**config.mk**
```make
export PLATFORM = sky130hd
export DESIGN_NAME = escape_sequence_decoder_top
export DESIGN_NICKNAME = d
export VERILOG_FILES = /design/src/sv/esd_pkg.sv /design/src/sv/esd_decode.sv /design/src/sv/esd_out_stage.sv /design/src/sv/escape_sequence_decoder_top.sv
export SDC_FILE = /design/constraint.sdc
export NUM_CORES = 1
export LEC_CHECK = 0
export BUFFER_PORTS_ARGS = -buffer_cell sky130_fd_sc_hd__clkbuf_2
export CAP_MARGIN = 5
export CORE_MARGIN = 4
export CORE_UTILIZATION = 65
export CTS_CLUSTER_DIAMETER = 60
export CTS_CLUSTER_SIZE = 12
export DETAILED_ROUTE_END_ITERATION = 7
export PLACE_DENSITY = 0.89
export SYNTH_ARGS = -nofsm -noshare
export SYNTH_HDL_FRONTEND = slang
export SYNTH_SLANG_ARGS = --single-unit
```
**constraint.sdc**
```tcl
create_clock -name clk -period 12.7 [get_ports clk]
set_input_delay 1.905 -clock clk [delete_from_list [all_inputs] [get_ports clk]]
set_output_delay 1.905 -clock clk [all_outputs]
set_load 0.02 [all_outputs]
```
**src/sv/esd_pkg.sv**
```systemverilog
// ----------------------------------------------------------------------------
// esd_pkg - shared types and helpers for the escape sequence decoder
// Transaction structs, decode phase codes and character classifiers.
// ----------------------------------------------------------------------------
`default_nettype none

package esd_pkg;

  localparam logic [7:0] CH_BSLASH = 8'h5C;
  localparam logic [7:0] CH_ESCAPE = 8'h1B;
  localparam logic [7:0] CH_LF     = 8'h0A;
  localparam logic [7:0] CH_CR     = 8'h0D;
  localparam logic [7:0] CH_TAB    = 8'h09;

  typedef enum logic [2:0] {
    PH_PLAIN = 3'd0,
    PH_ESC   = 3'd1,
    PH_OCT1  = 3'd2,
    PH_OCT2  = 3'd3,
    PH_HEX0  = 3'd4,
    PH_HEX1  = 3'd5
  } phase_t;

  typedef struct packed {
    logic [7:0] in_byte;
    logic       in_last;
  } item_t;

  typedef struct packed {
    logic [7:0] out_byte;
    logic       has_byte;
    logic       out_last;
  } result_t;

  // Decode of one item: up to two results plus the state it leaves behind.
  typedef struct packed {
    logic [1:0] count;
    result_t    res0;
    result_t    res1;
    phase_t     phase_next;
    logic [7:0] accum_next;
  } dec_t;

  // {hit, mapped byte} for the single-character escapes
  function automatic logic [8:0] simple_escape(input logic [7:0] b);
    logic [8:0] r;
    r = {1'b1, b};
    case (b) inside
      8'h5C, 8'h22, 8'h27, 8'h7C, 8'h3E, 8'h3C, 8'h26, 8'h24, 8'h23, 8'h20: r = {1'b1, b};
      8'h65:   r = {1'b1, CH_ESCAPE};
      8'h6E:   r = {1'b1, CH_LF};
      8'h72:   r = {1'b1, CH_CR};
      8'h74:   r = {1'b1, CH_TAB};
      default: r = 9'd0;
    endcase
    return r;
  endfunction

  function automatic logic is_octal(input logic [7:0] b);
    return (b inside {[8'h30:8'h37]});
  endfunction

  // {hit, nibble value}
  function automatic logic [4:0] hex_digit(input logic [7:0] b);
    logic [4:0] r;
    r = 5'd0;
    if (b inside {[8'h30:8'h39]}) begin
      r = {1'b1, b[3:0]};
    end else if (b inside {[8'h41:8'h46], [8'h61:8'h66]}) begin
      r = {1'b1, 4'(b[3:0] + 4'd9)};
    end
    return r;
  endfunction

endpackage

`default_nettype wire

```
**src/sv/esd_decode.sv**
```systemverilog
// ----------------------------------------------------------------------------
// esd_decode - escape decode logic
// Maps current phase, accumulator and one input item to results and next state.
// ----------------------------------------------------------------------------
`default_nettype none

module esd_decode (
  input  var esd_pkg::phase_t phase,
  input  wire logic [7:0]     accum,
  input  var esd_pkg::item_t  item,
  output var esd_pkg::dec_t   dec
);

  logic [7:0]      b;
  logic [8:0]      simple;
  logic [4:0]      hex;
  logic            pre_hit;
  logic [7:0]      pre_byte;
  logic            ordinary;
  logic            ord_emit;
  esd_pkg::phase_t ph;
  logic [7:0]      acc;
  logic [1:0]      n;
  esd_pkg::result_t r0;
  esd_pkg::result_t r1;

  always_comb begin
    b        = item.in_byte;
    simple   = esd_pkg::simple_escape(b);
    hex      = esd_pkg::hex_digit(b);
    pre_hit  = 1'b0;
    pre_byte = 8'd0;
    ordinary = 1'b0;
    ord_emit = 1'b0;
    ph       = phase;
    acc      = accum;

    case (phase)
      esd_pkg::PH_ESC: begin
        if (simple[8]) begin
          pre_hit  = 1'b1;
          pre_byte = simple[7:0];
          ph       = esd_pkg::PH_PLAIN;
        end else if (esd_pkg::is_octal(b)) begin
          acc = {5'd0, b[2:0]};
          ph  = esd_pkg::PH_OCT1;
        end else if (b == 8'h78 || b == 8'h58) begin
          acc = 8'd0;
          ph  = esd_pkg::PH_HEX0;
        end else begin
          pre_hit  = 1'b1;
          pre_byte = esd_pkg::CH_BSLASH;
          ordinary = 1'b1;
        end
      end
      esd_pkg::PH_OCT1: begin
        if (esd_pkg::is_octal(b)) begin
          acc = {accum[4:0], b[2:0]};
          ph  = esd_pkg::PH_OCT2;
        end else begin
          pre_hit  = 1'b1;
          pre_byte = accum;
          ordinary = 1'b1;
        end
      end
      esd_pkg::PH_OCT2: begin
        pre_hit = 1'b1;
        if (esd_pkg::is_octal(b)) begin
          pre_byte = {accum[4:0], b[2:0]};
          ph       = esd_pkg::PH_PLAIN;
        end else begin
          pre_byte = accum;
          ordinary = 1'b1;
        end
      end
      esd_pkg::PH_HEX0: begin
        if (hex[4]) begin
          acc = {4'd0, hex[3:0]};
          ph  = esd_pkg::PH_HEX1;
        end else begin
          pre_hit  = 1'b1;
          pre_byte = 8'd0;
          ordinary = 1'b1;
        end
      end
      esd_pkg::PH_HEX1: begin
        pre_hit = 1'b1;
        if (hex[4]) begin
          pre_byte = {accum[3:0], hex[3:0]};
          ph       = esd_pkg::PH_PLAIN;
        end else begin
          pre_byte = accum;
          ordinary = 1'b1;
        end
      end
      default: ordinary = 1'b1;
    endcase

    if (ordinary) begin
      if (b == esd_pkg::CH_BSLASH) begin
        ph = esd_pkg::PH_ESC;
      end else begin
        ph       = esd_pkg::PH_PLAIN;
        ord_emit = 1'b1;
      end
    end

    r0 = '0;
    r1 = '0;
    n  = 2'd0;
    if (pre_hit) begin
      r0 = '{out_byte: pre_byte, has_byte: 1'b1, out_last: 1'b0};
      n  = 2'd1;
      if (ord_emit) begin
        r1 = '{out_byte: b, has_byte: 1'b1, out_last: 1'b0};
        n  = 2'd2;
      end
    end else if (ord_emit) begin
      r0 = '{out_byte: b, has_byte: 1'b1, out_last: 1'b0};
      n  = 2'd1;
    end

    // End of stream: flush a pending digit value (only possible with no
    // result so far), then mark the final result.
    if (item.in_last) begin
      if (ph == esd_pkg::PH_OCT1 || ph == esd_pkg::PH_OCT2 || ph == esd_pkg::PH_HEX1) begin
        r0 = '{out_byte: acc, has_byte: 1'b1, out_last: 1'b0};
        n  = 2'd1;
      end else if (ph == esd_pkg::PH_HEX0) begin
        r0 = '{out_byte: 8'd0, has_byte: 1'b1, out_last: 1'b0};
        n  = 2'd1;
      end
      ph  = esd_pkg::PH_PLAIN;
      acc = 8'd0;
      if (n == 2'd0) begin
        n = 2'd1;
      end
      if (n == 2'd2) begin
        r1.out_last = 1'b1;
      end else begin
        r0.out_last = 1'b1;
      end
    end

    dec.count      = n;
    dec.res0       = r0;
    dec.res1       = r1;
    dec.phase_next = ph;
    dec.accum_next = acc;
  end

endmodule

`default_nettype wire

```
**src/sv/esd_out_stage.sv**
```systemverilog
// ----------------------------------------------------------------------------
// esd_out_stage - result register
// Holds one result transaction until the receiver takes it.
// ----------------------------------------------------------------------------
`default_nettype none

module esd_out_stage (
  input  wire logic             clk,
  input  wire logic             rst,
  input  wire logic             load,
  input  var esd_pkg::result_t  din,
  output logic                  free,
  output logic                  result_valid,
  input  wire logic             result_stall,
  output esd_pkg::result_t      result
);

  assign free = !result_valid || !result_stall;

  always_ff @(posedge clk) begin
    if (rst) begin
      result_valid <= 1'b0;
    end else if (load) begin
      result_valid <= 1'b1;
    end else if (!result_stall) begin
      result_valid <= 1'b0;
    end
  end

  always_ff @(posedge clk) begin
    if (load) begin
      result <= din;
    end
  end

endmodule

`default_nettype wire

```
**src/sv/escape_sequence_decoder_top.sv**
```systemverilog
// ----------------------------------------------------------------------------
// escape_sequence_decoder_top - backslash escape decoder
// Decodes a byte stream with C/shell style backslash escapes.
// ----------------------------------------------------------------------------
// Usage:
//   Input channel (item_valid / item_stall / item) carries one raw byte and
//   a last flag per transaction. Output channel (result_valid /
//   result_stall / result) carries decoded bytes; has_byte is 0 only on a
//   bare end marker, out_last marks the final result of a last item.
//   An item produces zero, one or two results. An item with no result
//   (a backslash, or a digit inside an escape) is absorbed silently.
//   A result passes from the input register (written when its item is
//   accepted) to the result register and from there to the output.
//   Throughput: one item per cycle while the receiver does not stall;
//   an item with two results holds the input register until its second
//   result is loaded, and the two results leave in order.
//   Reset (rst, synchronous): both registers empty, decoder back in the
//   plain text phase with a cleared accumulator.
//   When the receiver stalls, the result register holds its transaction
//   and the input register fills; item_stall then rises so no transaction
//   is dropped. The input register is taken again in the same cycle the
//   held result leaves.
// ----------------------------------------------------------------------------
`default_nettype none

module escape_sequence_decoder_top (
  input  wire logic             clk,
  input  wire logic             rst,
  input  wire logic             item_valid,
  output logic                  item_stall,
  input  var esd_pkg::item_t    item,
  output logic                  result_valid,
  input  wire logic             result_stall,
  output esd_pkg::result_t      result
);

  // input register
  logic             item_held;
  esd_pkg::item_t   item_q;
  // which result of the held item goes out next
  logic             sel;
  // decoder state, updated once the held item is fully retired
  esd_pkg::phase_t  phase;
  logic [7:0]       accum;

  esd_pkg::dec_t    dec;
  esd_pkg::result_t cur;
  logic             out_free;
  logic             step;
  logic             load;
  logic             final_res;
  logic             retire;

  esd_decode u_decode (
    .phase (phase),
    .accum (accum),
    .item  (item_q),
    .dec   (dec)
  );

  assign cur       = sel ? dec.res1 : dec.res0;
  // last result of the held item once sel matches count - 1
  assign final_res = (dec.count == 2'd0) || (sel == dec.count[1]);
  // an item without results advances without touching the output
  assign step      = item_held && ((dec.count == 2'd0) || out_free);
  assign load      = item_held && (dec.count != 2'd0) && out_free;
  assign retire    = step && final_res;
  assign item_stall = item_held && !retire;

  esd_out_stage u_out (
    .clk          (clk),
    .rst          (rst),
    .load         (load),
    .din          (cur),
    .free         (out_free),
    .result_valid (result_valid),
    .result_stall (result_stall),
    .result       (result)
  );

  always_ff @(posedge clk) begin
    if (rst) begin
      item_held <= 1'b0;
      sel       <= 1'b0;
      phase     <= esd_pkg::PH_PLAIN;
      accum     <= 8'd0;
    end else begin
      if (!item_stall) begin
        item_held <= item_valid;
      end
      if (retire) begin
        sel   <= 1'b0;
        phase <= dec.phase_next;
        accum <= dec.accum_next;
      end else if (step) begin
        sel <= 1'b1;
      end
    end
  end

  always_ff @(posedge clk) begin
    if (item_valid && !item_stall) begin
      item_q <= item;
    end
  end

endmodule

`default_nettype wire
```
==> flow_metrics.tcl <==
set metrics [dict create \
    status "finished, violations left" \
    violations "DRC" \
    hpwl_um 6350 \
    synth_xor_xnor_area_share_pct 0.921 \
    cts.sinks 33 \
    synth-edff-count 19 \
    grt_max_degree 25 \
    seq_power_share_pct 47.2 \
    wl_per_cell_um 22.4 \
    clkSlewWorstSetupHoldPaths_ps 70 \
    worstPathRequired_ps 10800 \
    cts_resized 0 \
    synth_compound_area_share_pct 34.1 \
    synth.distinct_cells 81 \
    synth_cells 334 \
    drtPass1Iterations 8 \
    via_count 2969 \
    clockRootBuffer "clkbuf_8" \
    holdCritStartpoint "u_out.result_valid" \
    ir_drop_v 0.0000878 \
    power_leakage_nw 1.04 \
    grt_pass1_wl_um 13900 \
    p_comb_share_pct 14.6 \
    pin_count 25 \
    whs_path_depth 2 \
    synthFlopType "edfxtp_1" \
    synth_top_family_by_area "compound AO/OA/AOI/OAI gates" \
    syn_to_final_growth_pct 6.53 \
    relSlewSlack_pct 25.7 \
    async_flop_share_pct 0 \
    final_cells 394 \
    finalWorstSetupSlack_ps 6380 \
    worstSetupEndpointType "output port" \
    critPathLaunchType "flip-flop" \
    clockBufferDepth 2 \
    final_core_util_pct 73.9 \
    drt-vias-per-instance 7.54 \
    synth-seq-cells 33 \
    netlist_area_um2 2850 \
    drive_gt1_share_pct 18.3 \
    ctsHoldBuffers 0 \
    hold_violations 0 \
    p_per_area_nw_per_um2 90.2 \
    final_nets 362 \
    rsz0062_at_grt "false" \
    finClkSkew_ps 12.0 \
    overflow 0 \
    max_freq_mhz 158 \
    syn_area_per_cell_um2 8.54 \
    port_buffers 24 \
    grt_pass1_vias 2640 \
    routabilityCongestion 1.03 \
    cts_buffers 5 \
    cp_max_fo 14 \
    synthAdderAreaFrac_pct 2.63 \
    min_period_ps 6320 \
    cts_htree_levels 2 \
    reg2reg_from "item_q[1]" \
    power.switching_uw 77.0 \
    r2r_cells 15 \
    yosysWarnings 0 \
    fp.dieW_um 74.3 \
    drtIter0Drc 736 \
    r2r-end "item_q[0]" \
    crit_arrival_ps 4420 \
    dp_slack_ps 6790 \
    internal-power_uw 197 \
    diodes 0 \
    post-cts-setup-buffers 0 \
    row_count 23 \
    tightestPinTransition_ps 1100 \
    clock_latency_ps 300 \
    cap_violations 0 \
    swShare_pct 28.1 \
    wirelength_um 8840 \
    slew_viol_final 0 \
    antenna_found_initial 0 \
    grt_use_total_pct 33.7 \
    dp.cells 386 \
    cts_tree "built" \
    setup_violations 0 \
    start_util_pct 69.3 \
    synthSimpleGateAreaFrac_pct 23.3 \
    path_class "flip-flop to output port" \
    synth_mux_area_share_pct 3.29 \
    seq_area_frac_synth_pct 29.8 \
    dieArea_um2 5510 \
    hp-class "flip-flop to flip-flop" \
    hold_end "u_out.result_valid" \
    core_area_um2 4120 \
    tns_ps 0 \
    ant_nets 0 \
    die_h_um 74.3 \
    holdWs_ps 520 \
    rrSetupSlack_ps 7600 \
    drc 1 \
    clockPowerShare_pct 38.2 \
    min_period_over_period_pct 49.8 \
    syn-num-nets 353 \
]
[cell families (layout without fill, tap and decap cells)]
kind of cell / after synthesis / after routing
AO/OA/AOI/OAI: 131 / 131
multiplexers: 9 / 9
adder cells (fa/ha/maj): 6 / 6
AND/OR/NAND/NOR: 117 / 117
flip-flops: 33 / 33
XOR/XNOR: 3 / 3
buffers and inverters: 35 / 45
[through the flow]
stage	instance area, um^2	power (mW)
global placement	2920	0.169
floorplan	2850	0.159
finish	3040	0.274
global route	3040	0.283
detailed placement	2920	0.170
CTS	3040	0.273
[critical path, cell delays in order (launching register included)]
cell      delay [ps]
edfxtp_1         580
inv_1            190
ha_1             380
or3b_1           430
a22oi_4          250
o211a_4          340
o22ai_2          150
a21bo_2          320
inv_1             80
ha_1             230
nor3_1           210
o21ai_0          220
a31oi_4          250
nand2_1          120
and2_1           190
clkbuf_2         160
[cell type report]
class	count	area (um^2)
Clock buffer	7	119
Fill cell	308	1080
Clock inverter	1	5.00
Multi-Input combinational cell	266	1830
Timing Repair Buffer	24	120
Inverter	13	48.8
Sequential cell	33	851
Tap cell	50	62.6
[flip-flops by register name (all words and copies together) (netlist names)]
name / flops
u_out.result: 10
accum: 8
item_held: 1
u_out.result_valid: 1
sel: 1
item_q: 9
phase: 3
[synth_stat cells (7+ instances only)]
master    count  area, um^2
nand2b_1      7        43.8
edfxtp_1     19         571
a21oi_1      34         170
clkbuf_1     11        41.3
o211ai_1      7        52.6
nand3_1      10        50.1
nand2_1      32         120
dfxtp_1      14         280
nor3_1       11        55.1
nor2_1       19        71.3
o21ai_0      15        75.1
inv_1        11        41.3
a22o_1       10        87.6
[power groups by stage]
| stage | logic (mW) | clock network (mW) | registers (mW) |
|---|---|---|---|
| after CTS | 0.0390 | 0.105 | 0.129 |
| after floorplan | 0.0301 | 0 | 0.129 |
| final | 0.0400 | 0.105 | 0.129 |
| after global placement | 0.0379 | 0 | 0.131 |
| after global routing | 0.0433 | 0.109 | 0.130 |
| after detailed placement | 0.0388 | 0 | 0.131 |
[cell usage in the layout, fill, tap and decap left out, drive strengths merged, types with 3 or more instances in the layout]
master	instances
a21oi	35
nand2	32
clkbuf	31
nor2	21
o21ai	21
edfxtp	19
dfxtp	14
nor3	12
inv	12
nand3	11
a22o	10
o211ai	8
nand2b	7
nor2b	6
and2	6
mux2i	6
ha	6
a211oi	5
a22oi	5
a31oi	5
nor4	4
o22ai	4
or3b	4
a21boi	4
a211o	3
xnor2	3
o31ai	3
mux2	3
[worst max-delay path by stage]
stage | from | to | slack [ps] | cells after the start
floorplan | item_q[1] | item_stall | 7200 | 17
global placement | item_q[1] | item_stall | 6920 | 15
detailed placement | item_q[1] | item_stall | 6790 | 15
CTS | item_q[1] | item_stall | 6450 | 15
global route | item_q[1] | item_stall | 6120 | 15
finish | item_q[1] | item_stall | 6380 | 15
[metal layers]
| metal | track usage, % | wire [um] |
|---|---|---|
| met1 | 47.4 | 3420 |
| met2 | 46.6 | 3620 |
| met3 | 10.5 | 1330 |
| met4 | 16.8 | 476 |
| met5 | 0 | 0 |
Note: power is estimated with default switching activity, not from simulation.
